### src/hdl/tcp_stream_reassembly_defines.svh
// Assertion macros used by the reassembly back end.
`ifndef TCP_STREAM_REASSEMBLY_DEFINES_SVH
`define TCP_STREAM_REASSEMBLY_DEFINES_SVH
`ifndef SYNTHESIS
`define TSR_ASSERT(label, clk, rst_n, prop, msg) \
    label: assert property (@(posedge clk) disable iff (!rst_n) (prop)) else $error(msg);
`define TSR_ASSERT_NR(label, clk, prop, msg) \
    label: assert property (@(posedge clk) (prop)) else $error(msg);
`else
`define TSR_ASSERT(label, clk, rst_n, prop, msg)
`define TSR_ASSERT_NR(label, clk, prop, msg)
`endif
`endif

### src/hdl/tsr_pkg.sv
// Shared types and codes for the TCP stream reassembly block.
package tsr_pkg;
    localparam logic [1:0] KIND_STATUS = 2'd0;
    localparam logic [1:0] KIND_DESC   = 2'd1;
    localparam logic [1:0] KIND_DONE   = 2'd2;

    localparam logic CMD_SEGMENT = 1'b0;
    localparam logic CMD_FLUSH   = 1'b1;

    // Control codes carried in the length field of an OP_NONE command.
    localparam logic [15:0] CTL_OPEN    = 16'd0;
    localparam logic [15:0] CTL_SYNACK  = 16'd1;
    localparam logic [15:0] CTL_FOREIGN = 16'd2;

    // Classified operation handed from front to back.
    typedef enum logic [2:0] {
        OP_SEG   = 3'b001,
        OP_FLUSH = 3'b010,
        OP_NONE  = 3'b100
    } t_op;

    typedef struct packed {
        t_op         op;
        logic        dir;
        logic        fin;
        logic        rst;
        logic [31:0] seq;
        logic [31:0] seg_end;
        logic [15:0] len;
        logic [15:0] handle;
    } t_cmd;

    typedef struct packed {
        logic [1:0]  kind;
        logic        accepted;
        logic        overflow;
        logic        dir;
        logic [15:0] handle;
        logic [15:0] length;
        logic [31:0] expected_seq;
        logic        client_done;
        logic        server_done;
        logic        last;
    } t_result;
endpackage

### src/hdl/tsr_queue.sv
// Small FIFO between the classifier and the table engine.
module tsr_queue
    import tsr_pkg::*;
(
    input  logic i_clk,
    input  logic i_rst_n,
    input  logic i_push,
    input  t_cmd i_data,
    output logic o_full,
    input  logic i_pop,
    output logic o_valid,
    output t_cmd o_data
);
    t_cmd       r_mem [2];
    logic       r_wp, r_rp;
    logic [1:0] r_cnt;

    assign o_full  = r_cnt == 2'd2;
    assign o_valid = r_cnt != 2'd0;
    assign o_data  = r_mem[r_rp];

    always_ff @(posedge i_clk) begin
        if (i_push) begin
            r_mem[r_wp] <= i_data;
        end
    end

    always_ff @(posedge i_clk) begin
        if (!i_rst_n) begin
            r_wp  <= 1'b0;
            r_rp  <= 1'b0;
            r_cnt <= 2'd0;
        end else begin
            if (i_push) r_wp <= ~r_wp;
            if (i_pop) r_rp <= ~r_rp;
            r_cnt <= r_cnt + {1'b0, i_push} - {1'b0, i_pop};
        end
    end
endmodule

### config.mk
export PLATFORM = sky130hd
export DESIGN_NAME = tsr_queue
export DESIGN_NICKNAME = d
export VERILOG_FILES = /design/src/hdl/tcp_stream_reassembly_defines.svh /design/src/hdl/tsr_pkg.sv /design/src/hdl/tsr_queue.sv
export SDC_FILE = /design/constraint.sdc
export NUM_CORES = 1
export LEC_CHECK = 0
export BUFFER_PORTS_ARGS = -buffer_cell sky130_fd_sc_hd__buf_2
export CAP_MARGIN = 20
export CELL_PAD_IN_SITES_DETAIL_PLACEMENT = 1
export CELL_PAD_IN_SITES_GLOBAL_PLACEMENT = 1
export CORE_ASPECT_RATIO = 1.25
export CORE_MARGIN = 2
export CORE_UTILIZATION = 40
export CTS_BUF_LIST = sky130_fd_sc_hd__clkbuf_2 sky130_fd_sc_hd__clkbuf_4 sky130_fd_sc_hd__clkbuf_8
export DETAILED_ROUTE_END_ITERATION = 8
export PLACE_DENSITY = 0.84
export SYNTH_ARGS = -nofsm -noshare
export SYNTH_HDL_FRONTEND = slang
export SYNTH_SLANG_ARGS = --single-unit
### constraint.sdc
create_clock -name i_clk -period 6.2 [get_ports i_clk]
set_input_delay 0.31 -clock i_clk [delete_from_list [all_inputs] [get_ports i_clk]]
set_output_delay 0.31 -clock i_clk [all_outputs]
set_load 0.03 [all_outputs]
After elaboration in Yosys (flattened, before gate mapping) --
Memory sizes are Yosys's and may differ from the RTL's. A register that Yosys moved wholly into a read port is not among the register bits. Index checks and enable logic that the tools add are counted. W data, S select, Z words.
Word-level totals: input port bits 106, memories 1, bits in registers 4, bits in writable memories 204
Cells by class: reductions and logical operators 1, equality and inequality tests 1, multiplexer cells 4, bitwise logic cells 2, $add $sub $neg 2
Memory list:
- r_mem | words 2, bits a word 102, read ports 1, clocked after memory_dff 1, write ports 1, RTL line tsr_queue.sv:14 | t_cmd r_mem [2];
Operator list (number):
- $mux W1 | 4
- $add A2 B1 Y2 | 1
- $eq A2 B2 Y1 const B | 1
- $not A1 Y1 | 2
- $reduce_bool A2 Y1 | 1
- $sub A2 B1 Y2 | 1

Longest topological paths before layout --
depth after elaboration 3, depth in mapped cells 6, depth with buffers taken out 6

Worst setup path before layout --
OpenSTA, ideal clock, no wires.
path type register -> register, start point register r_wp, end point memory r_mem[0][0] (netlist name), enable pin, cell stages (with the launch flop) 2, library setup time 0.576 ns, data required time 5.624 ns, arrival 4.832 ns, clock period less this slack 5.408 ns, path buffers 0, path slack 0.792 ns, cells stage by stage dfxtp_1 > nor2b_1
RTL lines:
- from (decl) | RTL line tsr_queue.sv:15 | logic r_wp, r_rp;
- from (signal assigned) | RTL line tsr_queue.sv:34 | if (i_push) r_wp <= ~r_wp;
- to (decl) | RTL line tsr_queue.sv:14
Straight into the memory's write port.

==> results by group <==
Outcome
  • Outcome: finished clean

Synthesis
  • Post-synth top cells: 204 x edfxtp_1, 80 x mux2_4, 22 x mux2_2, 8 x buf_6, 5 x dfxtp_1
  • Count of cell types in the netlist: 15
  • Sequential share of the synthesized area: 78.71%
  • Most used DFF post-synth: edfxtp_1
  • Avg Cell Area, Syn: around 23 um2
  • Syn Inst Count: 338
  • EDFF count, synth: 204
  • Post-Syn Nets: 446
  • Ys async rst share: 0%
  • Main area contributors after synthesis: edfxtp_1 77%, mux2_4 15%, mux2_2 3.1%, dfxtp_1 1.3%, buf_6 1.1%
  • Seq cells post-synth: 209
  • Mapped Area: 0.007910 mm2
  • Post-synth top area share: 77.44%
  • Count leader, synth: edfxtp_1
  • Yosys warns: 0
  • Cell accounting for the most synthesized area: edfxtp_1

Clocking
  • Root buf cell: clkbuf_8
  • Clk_lat worst skew: slightly above 0.5 ns
  • Clk sink count: roughly 210
  • Total CTS buffers: 35
  • Clock transition at path regs: 0.06 ns
  • Setup bufs post-CTS: 0
  • CTS max path bufs: 3
  • CTS H-tree depth: 2
  • CTS tree: yes

STA
  • Final worst clock skew: 0.02955 ns
  • RSZ-0062 raised after global routing: false
  • Min Tclk post-route: 3.024 ns
  • Final Hold Viols: 0
  • Worst-margin pin slew: between 0.9 and 1 ns
  • Final setup fails: 0
  • Max Slew Vio Count: 0
  • Fmax: 330.7 MHz
  • Relative slew slack: about 38%
  • Post-layout worst setup margin: 3.176 ns
  • Post-route clock period utilization: 48.78%
  • Final setup TNS: 0 ns

Placement
  • RePlAce Congestion: 0.6526
  • Worst setup slack after placement: 3.438 ns
  • DP Wirelength: 10,520 um
  • IO buf count: around 210

Cells and area
  • Synth-to-Final Area Change: 37.82%
  • Net count of the finished layout: between 700 and 800
  • Share of cells above drive strength 1: between 50% and 60%

Worst setup path
  • Internal reg-to-reg setup slack: 4.00 ns
  • Critical path class: flop to output port
  • CP startpoint kind: flop
  • Critical Path AT: around 2.7 ns
  • CP Capture Type: output port
  • CP Capture Point: o_data[10]
  • FF-to-FF path depth: 2
  • Critical Path Fanout Max: 43
  • Worst path required time: 5.89 ns
  • Critical R2R Capture: r_mem[1][13]
  • FF-to-FF Start: r_wp

Pwr
  • Leakage: 4.326 nW
  • Power Total: 3.320 mW
  • Worst ir drop on vdd: ~230 uV
  • PwrDens: 304.5 mW/mm2

Global route
  • Gr ovfl total: 0
  • Initial antenna violation count: 4
  • Largest net degree at the start of global routing: 70
  • First-pass GRT wire length: 28,260 um
  • Number of global-route vias before repair: 5,201
  • GRT Util Overall: 17.88%

Run
  • Maximum Capacitance Violations: 0

Detailed routing
  • Pre-antenna DRT Iters: 4
  • Post-Route WL: 18,810 um
  • Avg WL per Cell: 19.48 um
  • Vias per cell: 4.576
  • DR iter-0 viols: 194
  • Vias after detailed routing: 4,420
  • Drc violations: 0
  • Detail Route Antenna Nets: 0

Hold path
  • Class of the worst hold path: input port to flop

Die
  • Die Ht: 161.2 um
  • Std cell rows: 57
  • Top Ports: 210
  • Die boundary width: 129.8 um
  • Core area: 0.01940 mm2
  • Die ar.: around 0.021 mm2
  • Initial Utilization: 40.78%
-- kinds of logic after synthesis --
family	count (synthesis)	share of synthesized area, %
AND/OR/NAND/NOR	9	0.7117
XOR/XNOR	2	0.3954
adder cells (fa/ha/maj)	2	0.3163
multiplexers	102	18.32
AO/OA/AOI/OAI	1	0.09494
flip-flops	209	78.71
buffers and inverters	13	1.455
-- cell usage in the layout, fill, tap and decap left out --
master,instances
and2_1,3
and2_4,1
buf_12,1
buf_16,1
buf_2,209
buf_4,3
clkbuf_4,5
clkbuf_8,39
clkinv_1,8
clkinv_2,5
dfxtp_1,4
dfxtp_4,1
diode_2,3
dlygate4sd3_1,100
edfxtp_1,204
ha_1,2
inv_1,2
mux2_2,22
mux2_4,80
nor2b_1,3
nor2b_4,1
o21a_1,1
or2_2,1
xnor3_1,1
xor2_1,1
-- metal layers --
layer	up-vias	global-route usage (%)	share of wire (%)
li1	2024	-	-
met1	2191	18.66	35
met2	168	33.67	56
met3	35	5.267	6.2
met4	2	5.914	2.2
met5	-	0	0.069
-- cell type report --
type                            count  area [um2]
Antenna cell                        3       7.507
Clock buffer                       44       574.3
Clock inverter                     13       55.05
Fill cell                        1843        8497
Inverter                            2       7.507
Multi-Input combinational cell    116        1579
Sequential cell                   209        6230
Tap cell                          265       331.6
Timing Repair Buffer              314        2117
-- registers in the layout, summed over array words and instances, names as in the netlist, named ones only --
signal	flops
r_wp	1
r_cnt	2
r_rp	1
r_mem	204
-- what timing repair did --
action / in CTS / in global routing
hold buffers: 100 / 0
endpoints found under the hold margin: 198 / 0
resized for setup: 0 / 0
-- power by group --
group / switching, mW / internal [mW] / total (mW)
registers: 0.0349 / 1.64 / 1.67
logic: 0.297 / 0.233 / 0.529
clock network: 0.518 / 0.602 / 1.12
total: 0.849 / 2.47 / 3.32
-- stage by stage --
| step | util (%) | instance area (um2) | std cells | hold WS [ns] |
|---|---|---|---|---|
| after global routing | 56.20 | 10900 | 966 | 0.0001877 |
| after detailed placement | 47.51 | 9216 | 804 | 0.5016 |
| after floorplan | - | 7910 | 338 | 0.4089 |
| after global placement | 47.51 | 9216 | 804 | 0.4970 |
| final | 56.20 | 10900 | 966 | 0.03402 |
| after CTS | 55.91 | 10850 | 961 | 0.0005893 |
-- worst max-delay path: stages (launching register included) --
cell and delay (ns):
dfxtp_4 0.75, buf_4 0.55, buf_16 0.32, mux2_2 0.38, buf_2 0.18
-- worst min-delay path by stage --
stage	endpoint	cells past startpoint	slack, ns	start
2_1_floorplan	r_mem[0][0]	0	0.41	i_data[0]
6_report	r_mem[1][91]	1	0.03	i_data[91]
4_1_cts	r_mem[0][98]	1	0.0006	i_data[98]
3_3_place_gp	r_mem[0][16]	1	0.50	i_data[16]
3_5_place_dp	r_mem[1][6]	1	0.50	i_data[6]
5_1_grt	r_mem[1][91]	1	0.0002	i_data[91]
No activity file was read; power rests on OpenSTA's default activity.
