## src/hdl/tcp_stream_reassembly_defines.svh

```systemverilog
// Assertion macros used by the reassembly back end.
`ifndef TCP_STREAM_REASSEMBLY_DEFINES_SVH
`define TCP_STREAM_REASSEMBLY_DEFINES_SVH
`ifndef SYNTHESIS
`define TSR_ASSERT(label, clk, rst_n, prop, msg) \
    label: assert property (@(posedge clk) disable iff (!rst_n) (prop)) else $error(msg);
`define TSR_ASSERT_NR(label, clk, prop, msg) \
    label: assert property (@(posedge clk) (prop)) else $error(msg);
`else
`define TSR_ASSERT(label, clk, rst_n, prop, msg)
`define TSR_ASSERT_NR(label, clk, prop, msg)
`endif
`endif

```

## src/hdl/tsr_pkg.sv

```systemverilog
// Shared types and codes for the TCP stream reassembly block.
package tsr_pkg;
    localparam logic [1:0] KIND_STATUS = 2'd0;
    localparam logic [1:0] KIND_DESC   = 2'd1;
    localparam logic [1:0] KIND_DONE   = 2'd2;

    localparam logic CMD_SEGMENT = 1'b0;
    localparam logic CMD_FLUSH   = 1'b1;

    // Control codes carried in the length field of an OP_NONE command.
    localparam logic [15:0] CTL_OPEN    = 16'd0;
    localparam logic [15:0] CTL_SYNACK  = 16'd1;
    localparam logic [15:0] CTL_FOREIGN = 16'd2;

    // Classified operation handed from front to back.
    typedef enum logic [2:0] {
        OP_SEG   = 3'b001,
        OP_FLUSH = 3'b010,
        OP_NONE  = 3'b100
    } t_op;

    typedef struct packed {
        t_op         op;
        logic        dir;
        logic        fin;
        logic        rst;
        logic [31:0] seq;
        logic [31:0] seg_end;
        logic [15:0] len;
        logic [15:0] handle;
    } t_cmd;

    typedef struct packed {
        logic [1:0]  kind;
        logic        accepted;
        logic        overflow;
        logic        dir;
        logic [15:0] handle;
        logic [15:0] length;
        logic [31:0] expected_seq;
        logic        client_done;
        logic        server_done;
        logic        last;
    } t_result;
endpackage

```

## src/hdl/tsr_front.sv

```systemverilog
// Front end: connection handshake tracking and port classification.
module tsr_front
    import tsr_pkg::*;
(
    input  logic        i_clk,
    input  logic        i_rst_n,
    input  logic        i_valid,
    output logic        o_stall,
    input  logic        i_command,
    input  logic        i_direction,
    input  logic        i_syn_flag,
    input  logic        i_ack_flag,
    input  logic        i_fin_flag,
    input  logic        i_rst_flag,
    input  logic [15:0] i_sender_port,
    input  logic [15:0] i_target_port,
    input  logic [31:0] i_seq_num,
    input  logic [31:0] i_ack_num,
    input  logic [15:0] i_payload_len,
    input  logic [15:0] i_payload_handle,
    input  logic        i_q_full,
    input  logic        i_busy,
    output logic        o_push,
    output t_cmd        o_cmd,
    input  logic        i_seq_wr,
    input  logic        i_seq_dir,
    input  logic [31:0] i_seq_val
);
    logic [15:0] r_client_port, r_server_port;
    logic [31:0] r_cli_seq;
    logic        take;

    // Handshake writes need the back end drained so next_seq stays coherent.
    assign o_stall = i_q_full || (i_command == CMD_SEGMENT && i_syn_flag && i_busy);
    assign take    = i_valid && !o_stall;
    assign o_push  = take;

    always_comb begin
        o_cmd         = '0;
        o_cmd.op      = OP_NONE;
        o_cmd.fin     = i_fin_flag;
        o_cmd.rst     = i_rst_flag;
        o_cmd.seq     = i_seq_num;
        o_cmd.seg_end = i_seq_num + {16'd0, i_payload_len};
        o_cmd.len     = i_payload_len;
        o_cmd.handle  = i_payload_handle;
        if (i_command == CMD_FLUSH) begin
            o_cmd.op  = OP_FLUSH;
            o_cmd.dir = i_direction;
        end else if (i_syn_flag) begin
            o_cmd.op  = OP_NONE;
            o_cmd.dir = i_ack_flag;
            o_cmd.fin = i_ack_flag ? 1'b0 : 1'b1; // marks: opening SYN clears
            o_cmd.rst = i_ack_flag && (r_cli_seq + 32'd1 == i_ack_num);
            o_cmd.len = i_ack_flag ? CTL_SYNACK : CTL_OPEN;
        end else if (i_sender_port == r_client_port) begin
            o_cmd.op  = OP_SEG;
            o_cmd.dir = 1'b0;
        end else if (i_sender_port == r_server_port) begin
            o_cmd.op  = OP_SEG;
            o_cmd.dir = 1'b1;
        end else begin
            o_cmd.op  = OP_NONE;
            o_cmd.dir = 1'b0;
            o_cmd.fin = 1'b0;
            o_cmd.rst = 1'b0;
            o_cmd.len = CTL_FOREIGN;
        end
    end

    always_ff @(posedge i_clk) begin
        if (!i_rst_n) begin
            r_client_port <= '0;
            r_server_port <= '0;
            r_cli_seq     <= '0;
        end else begin
            if (take && i_command == CMD_SEGMENT && i_syn_flag) begin
                if (!i_ack_flag) begin
                    r_client_port <= i_sender_port;
                    r_server_port <= i_target_port;
                    r_cli_seq     <= i_seq_num;
                end else if (r_cli_seq + 32'd1 == i_ack_num) begin
                    r_cli_seq <= r_cli_seq + 32'd1;
                end
            end else if (i_seq_wr && !i_seq_dir) begin
                // Follow the client pointer as the flush walk advances it.
                r_cli_seq <= i_seq_val;
            end
        end
    end
endmodule

```

## config.mk

```make
export PLATFORM = sky130hd
export DESIGN_NAME = tsr_front
export DESIGN_NICKNAME = d
export VERILOG_FILES = /design/src/hdl/tcp_stream_reassembly_defines.svh /design/src/hdl/tsr_pkg.sv /design/src/hdl/tsr_front.sv
export SDC_FILE = /design/constraint.sdc
export NUM_CORES = 1
export LEC_CHECK = 0
export BUFFER_PORTS_ARGS = -buffer_cell sky130_fd_sc_hd__buf_2
export CORE_MARGIN = 10
export CORE_UTILIZATION = 47
export CTS_CLUSTER_SIZE = 14
export DETAILED_ROUTE_END_ITERATION = 16
export PLACE_DENSITY = 0.81
export SYNTH_ARGS = -nofsm -noshare
export SYNTH_HDL_FRONTEND = slang
export SYNTH_SLANG_ARGS = --single-unit
```

## constraint.sdc

```tcl
create_clock -name i_clk -period 8.7 [get_ports i_clk]
set_input_delay 0.87 -clock i_clk [delete_from_list [all_inputs] [get_ports i_clk]]
set_output_delay 0.87 -clock i_clk [all_outputs]
set_load 0.1 [all_outputs]
```

After elaboration in Yosys (flattened, before gate mapping)
Index checks and enable logic that the tools add are counted.
- output and inout bits: 104
- memories: 0
- bits in latches: 0
- word-level logic and storage cells: 41
- register bits: 64
- memory bits (writable): 0
- input bits: 173
- ROM bits: 0
- reductions and logical operators: 13
- bitwise gates (word level): 2
- div/mod/pow operators: 0
- shift-type cells: 0
- equal/unequal tests: 4
- $lt $le $gt $ge: 0
- mux-type cells: 17
- multipliers: 0
- add/subtract/negate cells: 2
- operator list (kind ; number):
    $mux 32 ; 4
    $mux 16 ; 4
    $add 32x1->32 const B ; 1
    $add 32x16->32 ; 1
    $eq 16x16->1 ; 2
    $eq 32x32->1 ; 1
    $mux 4 ; 3
    $logic_and 1x1->1 ; 7
    $mux 2 ; 3
    $mux 6 ; 1
    $reduce_and 2->1 ; 2
    $ne 3x3->1 const B ; 1
    $logic_not 1->1 ; 2
    $mux 1 ; 2
    $not 1->1 ; 2
    $reduce_bool 2->1 ; 1
    $logic_or 1x1->1 ; 1

Depth between registers and ports, before layout
- word-level depth: 10
- mapped depth: 14
- gate-level depth less buffers: 12

Least setup slack after synthesis
No wires, ideal clock.
- path kind: input to output
- from: in i_seq_num[1]
- to: out o_cmd[59] (netlist name)
- setup slack: 3.240 ns
- arrival: 4.590 ns
- path buffers: 0
- stages on the path: 10
- required time: 7.830 ns
- path through: ha_1 > a21o_1 > a21oi_1 > o21ai_0 > a2111oi_0 > o31ai_1 > a221o_1 > a21oi_1 > nor4_1 > xor2_1
- RTL lines (what ; line ; text):
    from (decl) ; tsr_front.sv:17 ; input logic [31:0] i_seq_num,
    to (decl) ; tsr_front.sv:24 ; output t_cmd o_cmd,

==> metrics <==
met2 Resource Use GR 0.380; die area 0.0198 sq mm; Worst Hold Class reg -> reg; ys flop type dfxtp_1; pwr/cell area 162 mW/mm^2; clock sink total 64; Pleak 0.00350 uW; num ports 277; placed wire-length estimate 19,200 um; HP Start r_server_port[12]; Die W 141 um; XOR/XNOR share of the synthesized area 0.152; maximum vdd drop 0.144 mV; Worst EP required 7.83 ns; Synth Area per Inst 7.22 sq um; Startpoint Class input port; FF-to-FF setup slack 4.41 ns; # fillers 1,363; Fin Clk Skew 0.00417 ns; RSZ-0062 raised after global routing false; top cells by count, synth nand2_1, o21ai_0, dfxtp_1; Worst Tran Pin Value 1.15 ns; Starting Density 0.475; Compound-Gate Fraction of Synth Area 0.241; status complete, no violations; dpl cell area 0.00773 sq mm; Final Routed Wirelength 24,100 um; period utilization 0.612; core area 0.0144 sq mm; Synth Area in Adders 0.0340; clock tree buffer depth 2; ANT cells 0; Synth Warn # 0; final setup fails 0; Synth cell types 67; Finished Layout Cells 1,289; GR peak layer met2; pin count of the biggest net entering global routing 70; Fin Setup TNS 0 ns; multiplexer share of the synthesized area 0.0132; First-pass DRT Iterations 5; max-slew violation count 0; number of port buffers 244; Syn Inst Count 948; # hold bufs at CTS 0; clock root cell clkbuf_16; sequential cell area fraction in the yosys report 0.187; Total Routing Usage GR 0.229; R2R depth 11; reg2reg end r_cli_seq[17]; cell with the most instances after synthesis nand2_1; clock slew at reported path FFs 0.06 ns; Final nets 1,291; cell accounting for the most synthesized area dfxtp_1; crit-path max FO 8; Min-Delay Endpoint r_server_port[12]; met1 global-route usage 0.271; hold path depth 2; met3 Use GR 0.0705; syn_nets 1,139; critical path endpoint category primary output; Hold Slack 0.467 ns; Max Clk Rate 188 MHz; via/cell ratio 5.74; Finished Cell Area 0.00809 sq mm; WS Path Type in -> out; first-pass GRT wire length 37,700 um; Starting DRT DRC Count 549; vias in the first global route 7,323; Final Hold Vio Count 0; total number of vias 7,396; PostCTS Resize Cnt 0; WL per Instance 18.7 um; largest family of logic cells by synthesized area simple AND/OR/NAND/NOR gates; CTS tree done; initial antenna violation count 0; top post-synthesis cells by area dfxtp_1, nand2_1, xnor2_1; fin crit period 5.33 ns; share of the synthesized area in the top cell type 0.187; DP Cell Count 1,273; Post-Synth Simple-Gate Area 0.260; Die H 141 um; area grow syn2layout 18.1%; # DRC 0; Post-synth EDFFs 0; Arr. time, crit path 4.46 ns; Post-CTS Setup Inserts 0; # H-tree levels 3; share of post-route cells with drive strength above 1 0.273; Post-synth ARST share 0; Final ANT Viol Nets 0; Worst-Skew Late Latency 0.34 ns; Synth Register Bits 64; Mapped Area 0.00685 sq mm; Worst slew margin 0.235; total gr overflow 0; row count 44; reg2reg start r_cli_seq[0]; total CTS buffers 9; Max Cap Viol 0; RD Place Congestion 0.968
[cell families after synthesis]
kind of cell,count (synthesis)
compound gates,240
xor+xnor,108
fa+ha+maj,18
buf+inv,149
flops,64
mux,9
simple gates,360
[cell type report]
type                       instances  area [sq um]  share of cell area
clock inverter                     7           125              0.0155
tap                              184           230              0.0285
multi-input combinational        735          4800               0.594
timing repair buffer             252          1280               0.158
inverter                          38           143              0.0176
sequential                        64          1280               0.158
clock buffer                       9           225              0.0279
[sequential cells by signal (all words and copies together), names as in the netlist]
register / flops
r_client_port: 16
r_cli_seq: 32
r_server_port: 16
[worst max-delay path, stage by stage]
cell,delay [ns]
buf_2,0.11
ha_1,0.29
a21o_1,0.19
a21oi_1,0.21
o21ai_0,0.15
a2111oi_0,0.60
o31ai_1,0.28
a221o_1,0.41
a21oi_1,0.56
or3b_2,0.25
xnor2_1,0.10
buf_2,0.44
[cells in the final DEF (no fill, tap or decap), types with 11 or more instances in the layout]
master,netlist,final
a211oi_1,38,38
a211oi_2,19,19
a21o_1,16,15
a21oi_1,52,52
and3_1,13,13
buf_2,9,244
dfxtp_1,64,64
ha_1,17,17
inv_1,37,36
nand2_1,165,165
nand3_1,27,27
nand4_1,23,23
nor2_1,34,33
nor2b_1,23,23
nor3_1,16,16
nor4_1,19,19
o211ai_1,11,11
o21ai_0,65,65
xnor2_1,55,55
xor2_1,46,46
[metrics by stage]
stage	worst slack, ns	power [uW]	utilization
2_1_floorplan	3.24	797	-
3_3_place_gp	3.49	874	0.536
3_5_place_dp	3.48	878	0.536
4_1_cts	3.46	1310	0.561
5_1_grt	3.16	1360	0.561
6_report	3.37	1310	0.561
[per-layer routing]
layer | vias up | wire length [um]
li1 | 3621 | -
met2 | 298 | 11500
met3 | 45 | 2100
met4 | 0 | 688
met1 | 3432 | 9810
met5 | - | 0
[power breakdown]
part           internal [uW]  leakage (uW)  switching [uW]  total [uW]
clock network            283      0.000171             150         434
registers                307      0.000522            22.8         329
logic                    136       0.00280             410         546
[worst max-delay path by stage]
stage | start | endpoint | slack [ns] | cells after the start
floorplan | i_seq_num[1] | o_cmd[59] | 3.24 | 10
global placement | i_seq_num[1] | o_cmd[51] | 3.49 | 12
detailed placement | i_seq_num[1] | o_cmd[51] | 3.48 | 12
CTS | i_seq_num[1] | o_cmd[51] | 3.46 | 12
global route | i_seq_num[1] | o_cmd[51] | 3.16 | 12
finish | i_seq_num[1] | o_cmd[51] | 3.37 | 12
Power figures use the tool's default switching activity.
